===== src/design/aqbc_pkg.sv =====
`timescale 1ns / 1ps

package aqbc_pkg;

   // Sensor sample width; the reference and raw echo share it.
   localparam int SAMPLE_BITS = 10;
   // Running sum of up to three samples.
   localparam int SUM_BITS    = SAMPLE_BITS + 2;
   localparam int CFG_BITS    = 10;
   localparam int CSR_IDX_BITS = 2;

   localparam int CAL_SAMPLES   = 3;
   localparam int CAL_MIN_LEVEL = 10;
   localparam int CAL_MAX_DEV   = 15;

   // floor(x / 3) == (x * 2731) >> 13 for every x below 2**12.
   localparam int DIV3_RECIP = 2731;
   localparam int DIV3_SHIFT = 13;
   localparam int PROD_BITS  = SUM_BITS + 12;

   localparam logic [1:0] MODE_CAL  = 2'd0;
   localparam logic [1:0] MODE_EVAL = 2'd1;
   localparam logic [1:0] MODE_RAW  = 2'd2;

   localparam logic [CSR_IDX_BITS-1:0] CSR_BAD_AIR  = 2'd0;
   localparam logic [CSR_IDX_BITS-1:0] CSR_HIGH_OFS = 2'd1;
   localparam logic [CSR_IDX_BITS-1:0] CSR_LOW_OFS  = 2'd2;

   localparam logic [CFG_BITS-1:0] BAD_AIR_RESET  = 10'd700;
   localparam logic [CFG_BITS-1:0] HIGH_OFS_RESET = 10'd400;
   localparam logic [CFG_BITS-1:0] LOW_OFS_RESET  = 10'd200;

   typedef enum logic [2:0] {
      STATUS_OK           = 3'd0,
      STATUS_NOT_INIT     = 3'd1,
      STATUS_OUT_OF_RANGE = 3'd2,
      STATUS_UNSTABLE     = 3'd3,
      STATUS_CALIBRATING  = 3'd4
   } status_type;

   typedef enum logic [1:0] {
      QUALITY_GOOD      = 2'd0,
      QUALITY_LOW       = 2'd1,
      QUALITY_HIGH      = 2'd2,
      QUALITY_VERY_HIGH = 2'd3
   } quality_type;

   // Next state produced by one calibration beat.
   typedef struct packed {
      status_type             status;
      logic [SAMPLE_BITS-1:0] baseline;
      logic                   ready;
      logic [1:0]             count;
      logic [SUM_BITS-1:0]    sum;
      logic                   store_en;
      logic                   store_idx;
   } cal_out_type;

   // Grade and baseline tracking for an evaluate or raw beat.
   typedef struct packed {
      quality_type            quality;
      logic [SAMPLE_BITS-1:0] baseline;
   } eval_out_type;

endpackage


===== src/design/aqbc_cal.sv =====
`timescale 1ns / 1ps

// Calibration step: accumulate, average the three samples and check them.
module aqbc_cal (
   input  logic [aqbc_pkg::SAMPLE_BITS-1:0] sample,
   input  logic [1:0]                       count,
   input  logic [aqbc_pkg::SUM_BITS-1:0]    sum,
   input  logic                             ready,
   input  logic [aqbc_pkg::SAMPLE_BITS-1:0] baseline,
   input  logic [aqbc_pkg::SAMPLE_BITS-1:0] cal_sample0,
   input  logic [aqbc_pkg::SAMPLE_BITS-1:0] cal_sample1,
   input  logic [aqbc_pkg::CFG_BITS-1:0]    very_high_level,
   output aqbc_pkg::cal_out_type            cal_out
);

   logic                             first;
   logic                             fill;
   logic [aqbc_pkg::SUM_BITS-1:0]    total;
   logic [aqbc_pkg::PROD_BITS-1:0]   prod;
   logic [aqbc_pkg::SAMPLE_BITS-1:0] avg;
   logic [aqbc_pkg::SAMPLE_BITS-1:0] dev0;
   logic [aqbc_pkg::SAMPLE_BITS-1:0] dev1;
   logic [aqbc_pkg::SAMPLE_BITS-1:0] dev2;
   logic                             range_bad;
   logic                             dev_bad;
   logic                             ready_kept;

   always_comb begin
      first = (count == 2'd0);
      fill  = (count < 2'(aqbc_pkg::CAL_SAMPLES - 1));
      total = (first ? '0 : sum) + aqbc_pkg::SUM_BITS'(sample);
      prod  = aqbc_pkg::PROD_BITS'(total) * aqbc_pkg::PROD_BITS'(aqbc_pkg::DIV3_RECIP);
      avg   = prod[aqbc_pkg::DIV3_SHIFT +: aqbc_pkg::SAMPLE_BITS];

      dev0 = (cal_sample0 > avg) ? cal_sample0 - avg : avg - cal_sample0;
      dev1 = (cal_sample1 > avg) ? cal_sample1 - avg : avg - cal_sample1;
      dev2 = (sample > avg) ? sample - avg : avg - sample;

      range_bad = (avg > very_high_level) ||
                  (avg < aqbc_pkg::SAMPLE_BITS'(aqbc_pkg::CAL_MIN_LEVEL));
      dev_bad   = (dev0 > aqbc_pkg::SAMPLE_BITS'(aqbc_pkg::CAL_MAX_DEV)) ||
                  (dev1 > aqbc_pkg::SAMPLE_BITS'(aqbc_pkg::CAL_MAX_DEV)) ||
                  (dev2 > aqbc_pkg::SAMPLE_BITS'(aqbc_pkg::CAL_MAX_DEV));

      // A new calibration run drops the previous baseline and ready flag.
      ready_kept = first ? 1'b0 : ready;

      cal_out.store_en  = fill;
      cal_out.store_idx = count[0];
      if (fill) begin
         cal_out.status   = aqbc_pkg::STATUS_CALIBRATING;
         cal_out.baseline = first ? '0 : baseline;
         cal_out.ready    = ready_kept;
         cal_out.count    = count + 2'd1;
         cal_out.sum      = total;
      end else begin
         cal_out.baseline = avg;
         cal_out.count    = 2'd0;
         cal_out.sum      = '0;
         cal_out.ready    = ready_kept;
         if (range_bad) begin
            cal_out.status = aqbc_pkg::STATUS_OUT_OF_RANGE;
         end else if (dev_bad) begin
            cal_out.status = aqbc_pkg::STATUS_UNSTABLE;
         end else begin
            cal_out.status = aqbc_pkg::STATUS_OK;
            cal_out.ready  = 1'b1;
         end
      end
   end

endmodule


===== src/design/aqbc_eval.sv =====
`timescale 1ns / 1ps

// Grades evaluate samples against the thresholds; tracks baseline toward samples below low_level.
module aqbc_eval (
   input  logic [1:0]                       mode,
   input  logic [aqbc_pkg::SAMPLE_BITS-1:0] sample,
   input  logic [aqbc_pkg::SAMPLE_BITS-1:0] baseline,
   input  logic [aqbc_pkg::CFG_BITS-1:0]    very_high_level,
   input  logic [aqbc_pkg::CFG_BITS-1:0]    high_pollution_offset,
   input  logic [aqbc_pkg::CFG_BITS-1:0]    low_pollution_offset,
   output aqbc_pkg::eval_out_type           eval_out
);

   logic [aqbc_pkg::SAMPLE_BITS:0] high_level;
   logic [aqbc_pkg::SAMPLE_BITS:0] low_level;
   logic [aqbc_pkg::SAMPLE_BITS:0] mean_sum;

   always_comb begin
      // The signed rise over baseline exceeds an offset exactly when the
      // sample exceeds baseline plus that offset, so compare unwrapped sums.
      high_level = {1'b0, baseline} + {1'b0, high_pollution_offset};
      low_level  = {1'b0, baseline} + {1'b0, low_pollution_offset};
      mean_sum   = {1'b0, baseline} + {1'b0, sample};

      eval_out.quality = aqbc_pkg::QUALITY_GOOD;
      if (mode == aqbc_pkg::MODE_EVAL) begin
         if (sample > very_high_level) begin
            eval_out.quality = aqbc_pkg::QUALITY_VERY_HIGH;
         end else if ({1'b0, sample} > high_level) begin
            eval_out.quality = aqbc_pkg::QUALITY_HIGH;
         end else if ({1'b0, sample} > low_level) begin
            eval_out.quality = aqbc_pkg::QUALITY_LOW;
         end
      end

      if ({1'b0, sample} < low_level) begin
         eval_out.baseline = mean_sum[aqbc_pkg::SAMPLE_BITS:1];
      end else begin
         eval_out.baseline = baseline;
      end
   end

endmodule


===== src/design/air_quality_baseline_classifier_core.sv =====
`timescale 1ns / 1ps

// Air quality baseline classifier.
// Samples arrive on the req_ channel (valid/ready) tagged with a mode:
// calibration, evaluate or raw read. Each accepted beat yields exactly one
// result beat on the rsp_ channel carrying quality, status, the baseline
// after the step and an echo of the sample.
// Three calibration beats set the baseline to their average and, if it
// passes the range and stability checks, arm the classifier; until then
// evaluate and raw beats answer not-initialized.
// The csr_ port writes the three thresholds; write only while idle.
// A beat is registered at the input, then processed into the result
// register and offered on rsp_. Throughput: one beat per cycle while the
// receiver takes results. The state (baseline, ready flag, calibration
// progress) is read and updated as the beat enters the result register,
// so back-to-back beats see each other's updates with no gap.
// When the receiver stalls, the result register holds and the input
// register fills; req_ready then drops until the result is taken.
// Reset (synchronous, active high) empties both stages, clears the baseline
// and calibration progress, and restores the threshold defaults.
module air_quality_baseline_classifier_core (
   input  logic                                 clock,
   input  logic                                 reset,
   input  logic                                 csr_wr_en,
   input  logic [aqbc_pkg::CSR_IDX_BITS-1:0]    csr_index,
   input  logic [aqbc_pkg::CFG_BITS-1:0]        csr_wdata,
   input  logic                                 req_valid,
   output logic                                 req_ready,
   input  logic [1:0]                           req_mode,
   input  logic [aqbc_pkg::SAMPLE_BITS-1:0]     req_sample,
   output logic                                 rsp_valid,
   input  logic                                 rsp_ready,
   output logic [1:0]                           rsp_quality,
   output logic [2:0]                           rsp_status,
   output logic [aqbc_pkg::SAMPLE_BITS-1:0]     rsp_reference,
   output logic [aqbc_pkg::SAMPLE_BITS-1:0]     rsp_raw_value
);

   // Configuration registers.
   logic [aqbc_pkg::CFG_BITS-1:0] bad_air_ff;
   logic [aqbc_pkg::CFG_BITS-1:0] high_ofs_ff;
   logic [aqbc_pkg::CFG_BITS-1:0] low_ofs_ff;

   // Input stage.
   logic                             in_valid_ff;
   logic [1:0]                       in_mode_ff;
   logic [aqbc_pkg::SAMPLE_BITS-1:0] in_sample_ff;

   // Block state.
   logic [aqbc_pkg::SAMPLE_BITS-1:0] baseline_ff;
   logic [aqbc_pkg::SAMPLE_BITS-1:0] baseline_in;
   logic                             ready_ff;
   logic                             ready_in;
   logic [1:0]                       cal_count_ff;
   logic [1:0]                       cal_count_in;
   logic [aqbc_pkg::SUM_BITS-1:0]    cal_sum_ff;
   logic [aqbc_pkg::SUM_BITS-1:0]    cal_sum_in;
   logic [aqbc_pkg::SAMPLE_BITS-1:0] cal_sample_ff [2];

   // Result stage.
   logic                             out_valid_ff;
   logic [1:0]                       out_quality_ff;
   logic [1:0]                       out_quality_in;
   logic [2:0]                       out_status_ff;
   logic [2:0]                       out_status_in;
   logic [aqbc_pkg::SAMPLE_BITS-1:0] out_reference_ff;
   logic [aqbc_pkg::SAMPLE_BITS-1:0] out_raw_ff;

   logic                   advance;
   logic                   accept;
   aqbc_pkg::cal_out_type  cal_out;
   aqbc_pkg::eval_out_type eval_out;

   // The input stage moves on whenever the result register is free or being
   // drained this cycle.
   assign advance   = in_valid_ff && (!out_valid_ff || rsp_ready);
   assign req_ready = !in_valid_ff || advance;
   assign accept    = req_valid && req_ready;

   aqbc_cal u_cal (
      .sample          (in_sample_ff),
      .count           (cal_count_ff),
      .sum             (cal_sum_ff),
      .ready           (ready_ff),
      .baseline        (baseline_ff),
      .cal_sample0     (cal_sample_ff[0]),
      .cal_sample1     (cal_sample_ff[1]),
      .very_high_level (bad_air_ff),
      .cal_out         (cal_out)
   );

   aqbc_eval u_eval (
      .mode                  (in_mode_ff),
      .sample                (in_sample_ff),
      .baseline              (baseline_ff),
      .very_high_level       (bad_air_ff),
      .high_pollution_offset (high_ofs_ff),
      .low_pollution_offset  (low_ofs_ff),
      .eval_out              (eval_out)
   );

   // Pick the next state and result for the beat in the input stage.
   always_comb begin
      baseline_in    = baseline_ff;
      ready_in       = ready_ff;
      cal_count_in   = cal_count_ff;
      cal_sum_in     = cal_sum_ff;
      out_quality_in = aqbc_pkg::QUALITY_GOOD;
      out_status_in  = aqbc_pkg::STATUS_OK;
      if (in_mode_ff == aqbc_pkg::MODE_CAL) begin
         baseline_in   = cal_out.baseline;
         ready_in      = cal_out.ready;
         cal_count_in  = cal_out.count;
         cal_sum_in    = cal_out.sum;
         out_status_in = cal_out.status;
      end else if (!ready_ff) begin
         // Not armed yet: report it and keep any calibration progress.
         out_status_in = aqbc_pkg::STATUS_NOT_INIT;
      end else begin
         baseline_in    = eval_out.baseline;
         out_quality_in = eval_out.quality;
      end
   end

   always_ff @(posedge clock) begin
      if (reset) begin
         bad_air_ff  <= aqbc_pkg::BAD_AIR_RESET;
         high_ofs_ff <= aqbc_pkg::HIGH_OFS_RESET;
         low_ofs_ff  <= aqbc_pkg::LOW_OFS_RESET;
      end else if (csr_wr_en) begin
         case (csr_index)
            aqbc_pkg::CSR_BAD_AIR:  bad_air_ff  <= csr_wdata;
            aqbc_pkg::CSR_HIGH_OFS: high_ofs_ff <= csr_wdata;
            aqbc_pkg::CSR_LOW_OFS:  low_ofs_ff  <= csr_wdata;
            default: ;
         endcase
      end
   end

   always_ff @(posedge clock) begin
      if (reset) begin
         in_valid_ff  <= 1'b0;
         out_valid_ff <= 1'b0;
         baseline_ff  <= '0;
         ready_ff     <= 1'b0;
         cal_count_ff <= 2'd0;
         cal_sum_ff   <= '0;
      end else begin
         if (accept) begin
            in_valid_ff <= 1'b1;
         end else if (advance) begin
            in_valid_ff <= 1'b0;
         end

         if (advance) begin
            out_valid_ff <= 1'b1;
            baseline_ff  <= baseline_in;
            ready_ff     <= ready_in;
            cal_count_ff <= cal_count_in;
            cal_sum_ff   <= cal_sum_in;
         end else if (rsp_ready) begin
            out_valid_ff <= 1'b0;
         end
      end
   end

   // Payload registers need no reset.
   always_ff @(posedge clock) begin
      if (accept) begin
         in_mode_ff   <= req_mode;
         in_sample_ff <= req_sample;
      end
      if (advance) begin
         out_quality_ff   <= out_quality_in;
         out_status_ff    <= out_status_in;
         out_reference_ff <= baseline_in;
         out_raw_ff       <= in_sample_ff;
         if (in_mode_ff == aqbc_pkg::MODE_CAL && cal_out.store_en) begin
            cal_sample_ff[cal_out.store_idx] <= in_sample_ff;
         end
      end
   end

   assign rsp_valid     = out_valid_ff;
   assign rsp_quality   = out_quality_ff;
   assign rsp_status    = out_status_ff;
   assign rsp_reference = out_reference_ff;
   assign rsp_raw_value = out_raw_ff;

endmodule


===== config.mk =====
export PLATFORM = sky130hd
export DESIGN_NAME = air_quality_baseline_classifier_core
export DESIGN_NICKNAME = d
export VERILOG_FILES = /design/src/design/aqbc_pkg.sv /design/src/design/aqbc_cal.sv /design/src/design/aqbc_eval.sv /design/src/design/air_quality_baseline_classifier_core.sv
export SDC_FILE = /design/constraint.sdc
export NUM_CORES = 1
export LEC_CHECK = 0
export BUFFER_PORTS_ARGS = -buffer_cell sky130_fd_sc_hd__buf_2
export CAP_MARGIN = 20
export CORE_UTILIZATION = 30
export CTS_CLUSTER_SIZE = 14
export DETAILED_ROUTE_END_ITERATION = 8
export SYNTH_ARGS = -nofsm -noshare
export SYNTH_HDL_FRONTEND = slang
export SYNTH_HIERARCHICAL = 1
export SYNTH_SLANG_ARGS = --single-unit

===== constraint.sdc =====
create_clock -name clock -period 28 [get_ports clock]
set_input_delay 2.8 -clock clock [delete_from_list [all_inputs] [get_ports clock]]
set_output_delay 2.8 -clock clock [all_outputs]
set_load 0.05 [all_outputs]

Word level (Yosys, flattened, before mapping)
Memory sizes are Yosys's and may differ from the RTL's.
Index checks and enable logic that the tools add are counted.

word-level totals
  flip-flop bits (word level) = 94
  RAM bits = 20
  memories kept = 1

cells by class
  $add $sub $neg = 11
  $mul = 1
  order comparisons = 13
  eq/ne operators = 3
  muxes and demuxes = 26
  bitwise gates (word level) = 2
  reductions and logical operators = 20

memories
  name           words  width  rd ports  clocked after memory_dff  write ports  RTL line                                    text
  cal_sample_ff  2      10     2         0                         1            air_quality_baseline_classifier_core.sv:58  logic [aqbc_pkg::SAMPLE_BITS-1:0] cal_sample_ff [2];

operator list
  cell                    count
  $mux 10                 7
  $sub 10x10->10          6
  $gt 10x10->1            5
  $add 10x10->11          3
  $gt 10x4->1 const B     3
  $mux 28                 1
  $mul 12x12->23 const B  1
  $gt 10x11->1            2
  $add 12x10->12          1
  $mux 1                  12
  $mux 12                 1
  $lt 10x11->1            1
  $lt 10x4->1 const B     1
  $reduce_and 2->1        4
  $logic_not 2->1         3
  $mux 2                  3
  $mux 3                  2
  $logic_or 1x1->1        5
  $eq 2x1->1 const B      2
  $reduce_bool 2->1       2
  $logic_and 1x1->1       3
  $reduce_or 3->1         1
  $add 2x1->2 const B     1
  $eq 2x2->1 const B      1
  3 further kinds         5

Longest topological paths before layout
  word-level depth = 13
  mapped depth = 47
  mapped depth without buffers = 43

By module
Netlist, hierarchy kept.

by module, submodules not included
  module                                times used  cells an instance  area each (sq um)  seq. area each (sq um)
  aqbc_cal                              1           882                6752.7             0.0
  air_quality_baseline_classifier_core  1           329                4212.8             2852.7
  aqbc_eval                             1           259                2047.0             0.0

Worst setup path before layout
No wires, ideal clock.

  path kind = reg2reg
  from = register cal_count_ff[1]
  to = register out_status_ff[1], in the netlist rsp_status[1], data pin
  library setup time = 0.255 ns
  arrival time = 9.956 ns
  data required time = 27.745 ns
  path slack = 17.789 ns
  stages on the path, launching flop included = 44
  path buffers = 3
  clock period less this slack = 10.211 ns
  cells stage by stage = dfxtp_1 > nor2_1 > clkbuf_1 > nor2b_1 > ha_1 > fa_1 > a21o_1 > a21oi_1 > o21bai_1 > a21oi_1 > o21bai_1 > a21oi_1 > o21bai_1 > a21oi_1 > xor2_1 > ha_1 > ha_1 > fa_1 > [... 8 more ...] > or2_0 > clkbuf_1 > nor2_1 > o21ai_0 > a21oi_1 > xnor2_1 > ha_1 > and3_1 > and2_1 > and3_1 > and4_1 > maj3_2 > a21oi_4 > mux2i_1 > o21a_2 > o211ai_2 > o41a_1 > and2_1

RTL lines
  what                      RTL line                                     text
  start: declaration        air_quality_baseline_classifier_core.sv:54   logic [1:0] cal_count_ff;
  start signal: assignment  air_quality_baseline_classifier_core.sv:159  cal_count_ff <= cal_count_in;
  end signal: assignment    air_quality_baseline_classifier_core.sv:175  out_status_ff <= out_status_in;
  end: declaration          air_quality_baseline_classifier_core.sv:64   logic [2:0] out_status_ff;

==> results.yml <==
synthesis:
  yosysWarnings: 6
  synth_ff_type: "edfxtp_1"
  seq_area_frac_synth_pct: 21.9
  yosysUniqueCellTypes: 112
  ys_async_sr_fraction_pct: 0
  syn_area_um2: 13000
  ys_ff_latch: 114
  netlist_instances: 1470
  synth_edf_count: 57
  synth.avg_cell_area_um2: 8.85
  syn_nets: 1729
timing:
  setup_viol: 0
  max_slew_margin_pct: 32.1
  fin_setup_tns_ns: 0
  worst_slack_ns: 16.33
  worst_pin_slew_ns: 1.01
  post-route-period-util_pct: 41.7
  fin_crit_ns: 11.68
  hold_viol: 0
  finalMaxSlewViolations: 0
  rsz0062_at_grt: "false"
  max_freq_mhz: 85.7
  finalClockSkew_ns: 0.0103
worst_setup_path:
  critPathTopFamily: "adder cells"
  cp-end-kind: "flop"
  cp.arrival_ns: 11.85
  worst-path-buf-inv: 2
  worstSetupStartpointType: "flop"
  crit_slowest_cell: "nor2_1"
  path_class: "reg -> reg"
  critPathMaxFanout: 16
  required_ns: 28.18
  cp_slowest_stage_delay_ns: 0.60
  rrSetupSlack_ns: 16.33
grt:
  grt_pass1_wl_um: 61400
  grt_overflow_total: 0
  grt_pass1_vias: 11000
  antenna_found_initial: 0
  grt_max_degree: 50
  track_usage_pct: 17.6
cts:
  cts_hold_buf: 0
  numCtsBuffers: 17
  postCtsSetupBuffers: 0
  cts_sinks: 114
  clk_latency_ns: 0.43
  cts.path.max_buffers: 2
  cts_htree_levels: 4
  clock-root-buffer: "clkbuf_16"
  postCtsResizedCells: 0
  cts_tree: "built"
  path_clk_slew_ns: 0.06
detailed_routing:
  first_pass_iters: 6
  wl_um: 38800
  wl_per_cell_um: 18.5
  drcViolationCount: 0
  drt_iter0_drc: 1094
  ant_nets: 0
  vias: 11200
  viasPerCell: 5.36
pwr:
  power_density_nw_per_um2: 106
  peakVddDrop_mv: 0.0643
  p_leak_nw: 6.31
die:
  boundaryPins: 56
  start_util_pct: 30.7
  fp-row-count: 75
  die_h_um: 210
  dieWidth_um: 210
  fp.coreArea_um2: 42300
  die_area_um2: 44200
final_layout:
  drive_gt1_share_pct: 11.5
  final_common_cell: "ha_1"
  area_growth_pct: 10.8
  final_cell_mix: "188 x ha_1, 164 x inv_1, 112 x nand2_1, 105 x a21oi_1"
  nNetsFinal: 1767
  antenna_cells: 0
  fill_cells: 4412
flow_run:
  maxCapViolations: 0
placement:
  place_ws_ns: 16.44
  place.gp.congestion: 0.915
  hpwl_um: 30200
  port_buffers: 55
min_path:
  hp-class: "reg -> reg"
outcome:
  outcome: "completed"
[flip-flops by register name (all words and copies together) (netlist names), 2 cells and up]
name	cells
rsp_reference	10
bad_air_ff	10
in_sample_ff	10
baseline_ff	10
rsp_raw_value	10
high_ofs_ff	10
cal_sample_ff	20
rsp_quality	2
cal_count_ff	2
cal_sum_ff	12
low_ofs_ff	10
in_mode_ff	2
rsp_status	3
[worst register-to-register path: cells and delay by family (launching register included)]
kind                       cells  cell delay, ns
and+or+nand+nor               11            2.65
xor gates and xnor gates       2            0.86
adders and majority gates     10            3.99
buffers and inverters          2            0.10
DFF                            1            0.48
muxes                          1            0.32
AOI/OAI and AO/OA             14            3.05
[logic make-up (layout without fill, tap and decap cells)]
logic type	count (synthesis)	count (layout)	share of synthesized area (%)
and+or+nand+nor	394	394	16.0
adders and majority gates	233	233	24.8
muxes	25	25	1.96
buffers and inverters	222	273	7.25
xor gates and xnor gates	72	72	5.06
DFF	114	114	21.9
AOI/OAI and AO/OA	410	410	23.0
[metal layers]
metal / global-route usage [%] / part of all wire (%) / vias up
met5: 0 / 0 / -
met4: 5.03 / 2.4 / 0
met3: 2.03 / 4.7 / 57
met2: 28.8 / 46 / 353
met1: 24.4 / 47 / 5404
li1: - / - / 5435
[cell type report]
class / count / area [um2] / share of cell area (%)
clock buffer: 18 / 450 / 3.12
clock inverter: 14 / 131 / 0.911
inverter: 167 / 629 / 4.36
multi-input combinational: 1134 / 9220 / 63.9
sequential: 114 / 2850 / 19.8
tap: 577 / 722 / 5.01
timing repair buffer: 74 / 418 / 2.90
[path summary, 6_finish.rpt]
check / startpoint / endpoint / cells after the start
worst max-delay path: cal_count_ff[1] / rsp_status[1] / 40
worst min-delay path: low_ofs_ff[2] / low_ofs_ff[2] / 2
worst max register to register: cal_count_ff[1] / rsp_status[1] / 40
worst min register to register: low_ofs_ff[2] / low_ofs_ff[2] / 2
[where the power goes]
part           switching, mW  internal, mW  total [mW]  leakage, nW
Sequential           0.00712         0.182       0.189        0.999
Combinational          0.709         0.410        1.12         5.02
Clock                 0.0955         0.123       0.219        0.286
[stage by stage]
step	hold slack, ns	power, mW	util [%]	area, um2	instances
finish	0.472	1.53	34.1	14400	2098
global route	0.494	1.64	34.1	14400	2098
global placement	0.455	1.27	32.7	13800	2066
detailed placement	0.466	1.28	32.7	13800	2066
floorplan	0.440	0.986	-	13000	1470
CTS	0.476	1.51	34.1	14400	2098
[cells in the mapped netlist, types with 11 or more instances]
library cell | n | area [um2]
a211o_1 | 11 | 96.3
a211oi_1 | 14 | 105
a21o_1 | 26 | 195
a21oi_1 | 105 | 526
a21oi_2 | 14 | 123
and2_1 | 19 | 119
and3_1 | 11 | 68.8
buf_2 | 14 | 70.1
clkbuf_1 | 25 | 93.8
dfxtp_1 | 57 | 1140
edfxtp_1 | 57 | 1710
fa_1 | 42 | 841
ha_1 | 188 | 2350
inv_1 | 164 | 616
mux2i_1 | 24 | 240
nand2_1 | 112 | 420
nand3_1 | 37 | 185
nand4_1 | 34 | 213
nor2_1 | 49 | 184
nor2b_1 | 32 | 200
nor3_1 | 27 | 135
o211ai_1 | 14 | 105
o21a_1 | 21 | 158
o21ai_0 | 54 | 270
o21bai_1 | 12 | 90.1
o31ai_1 | 27 | 203
xnor2_1 | 47 | 412
xor2_1 | 23 | 201
Power figures use the tool's default switching activity.
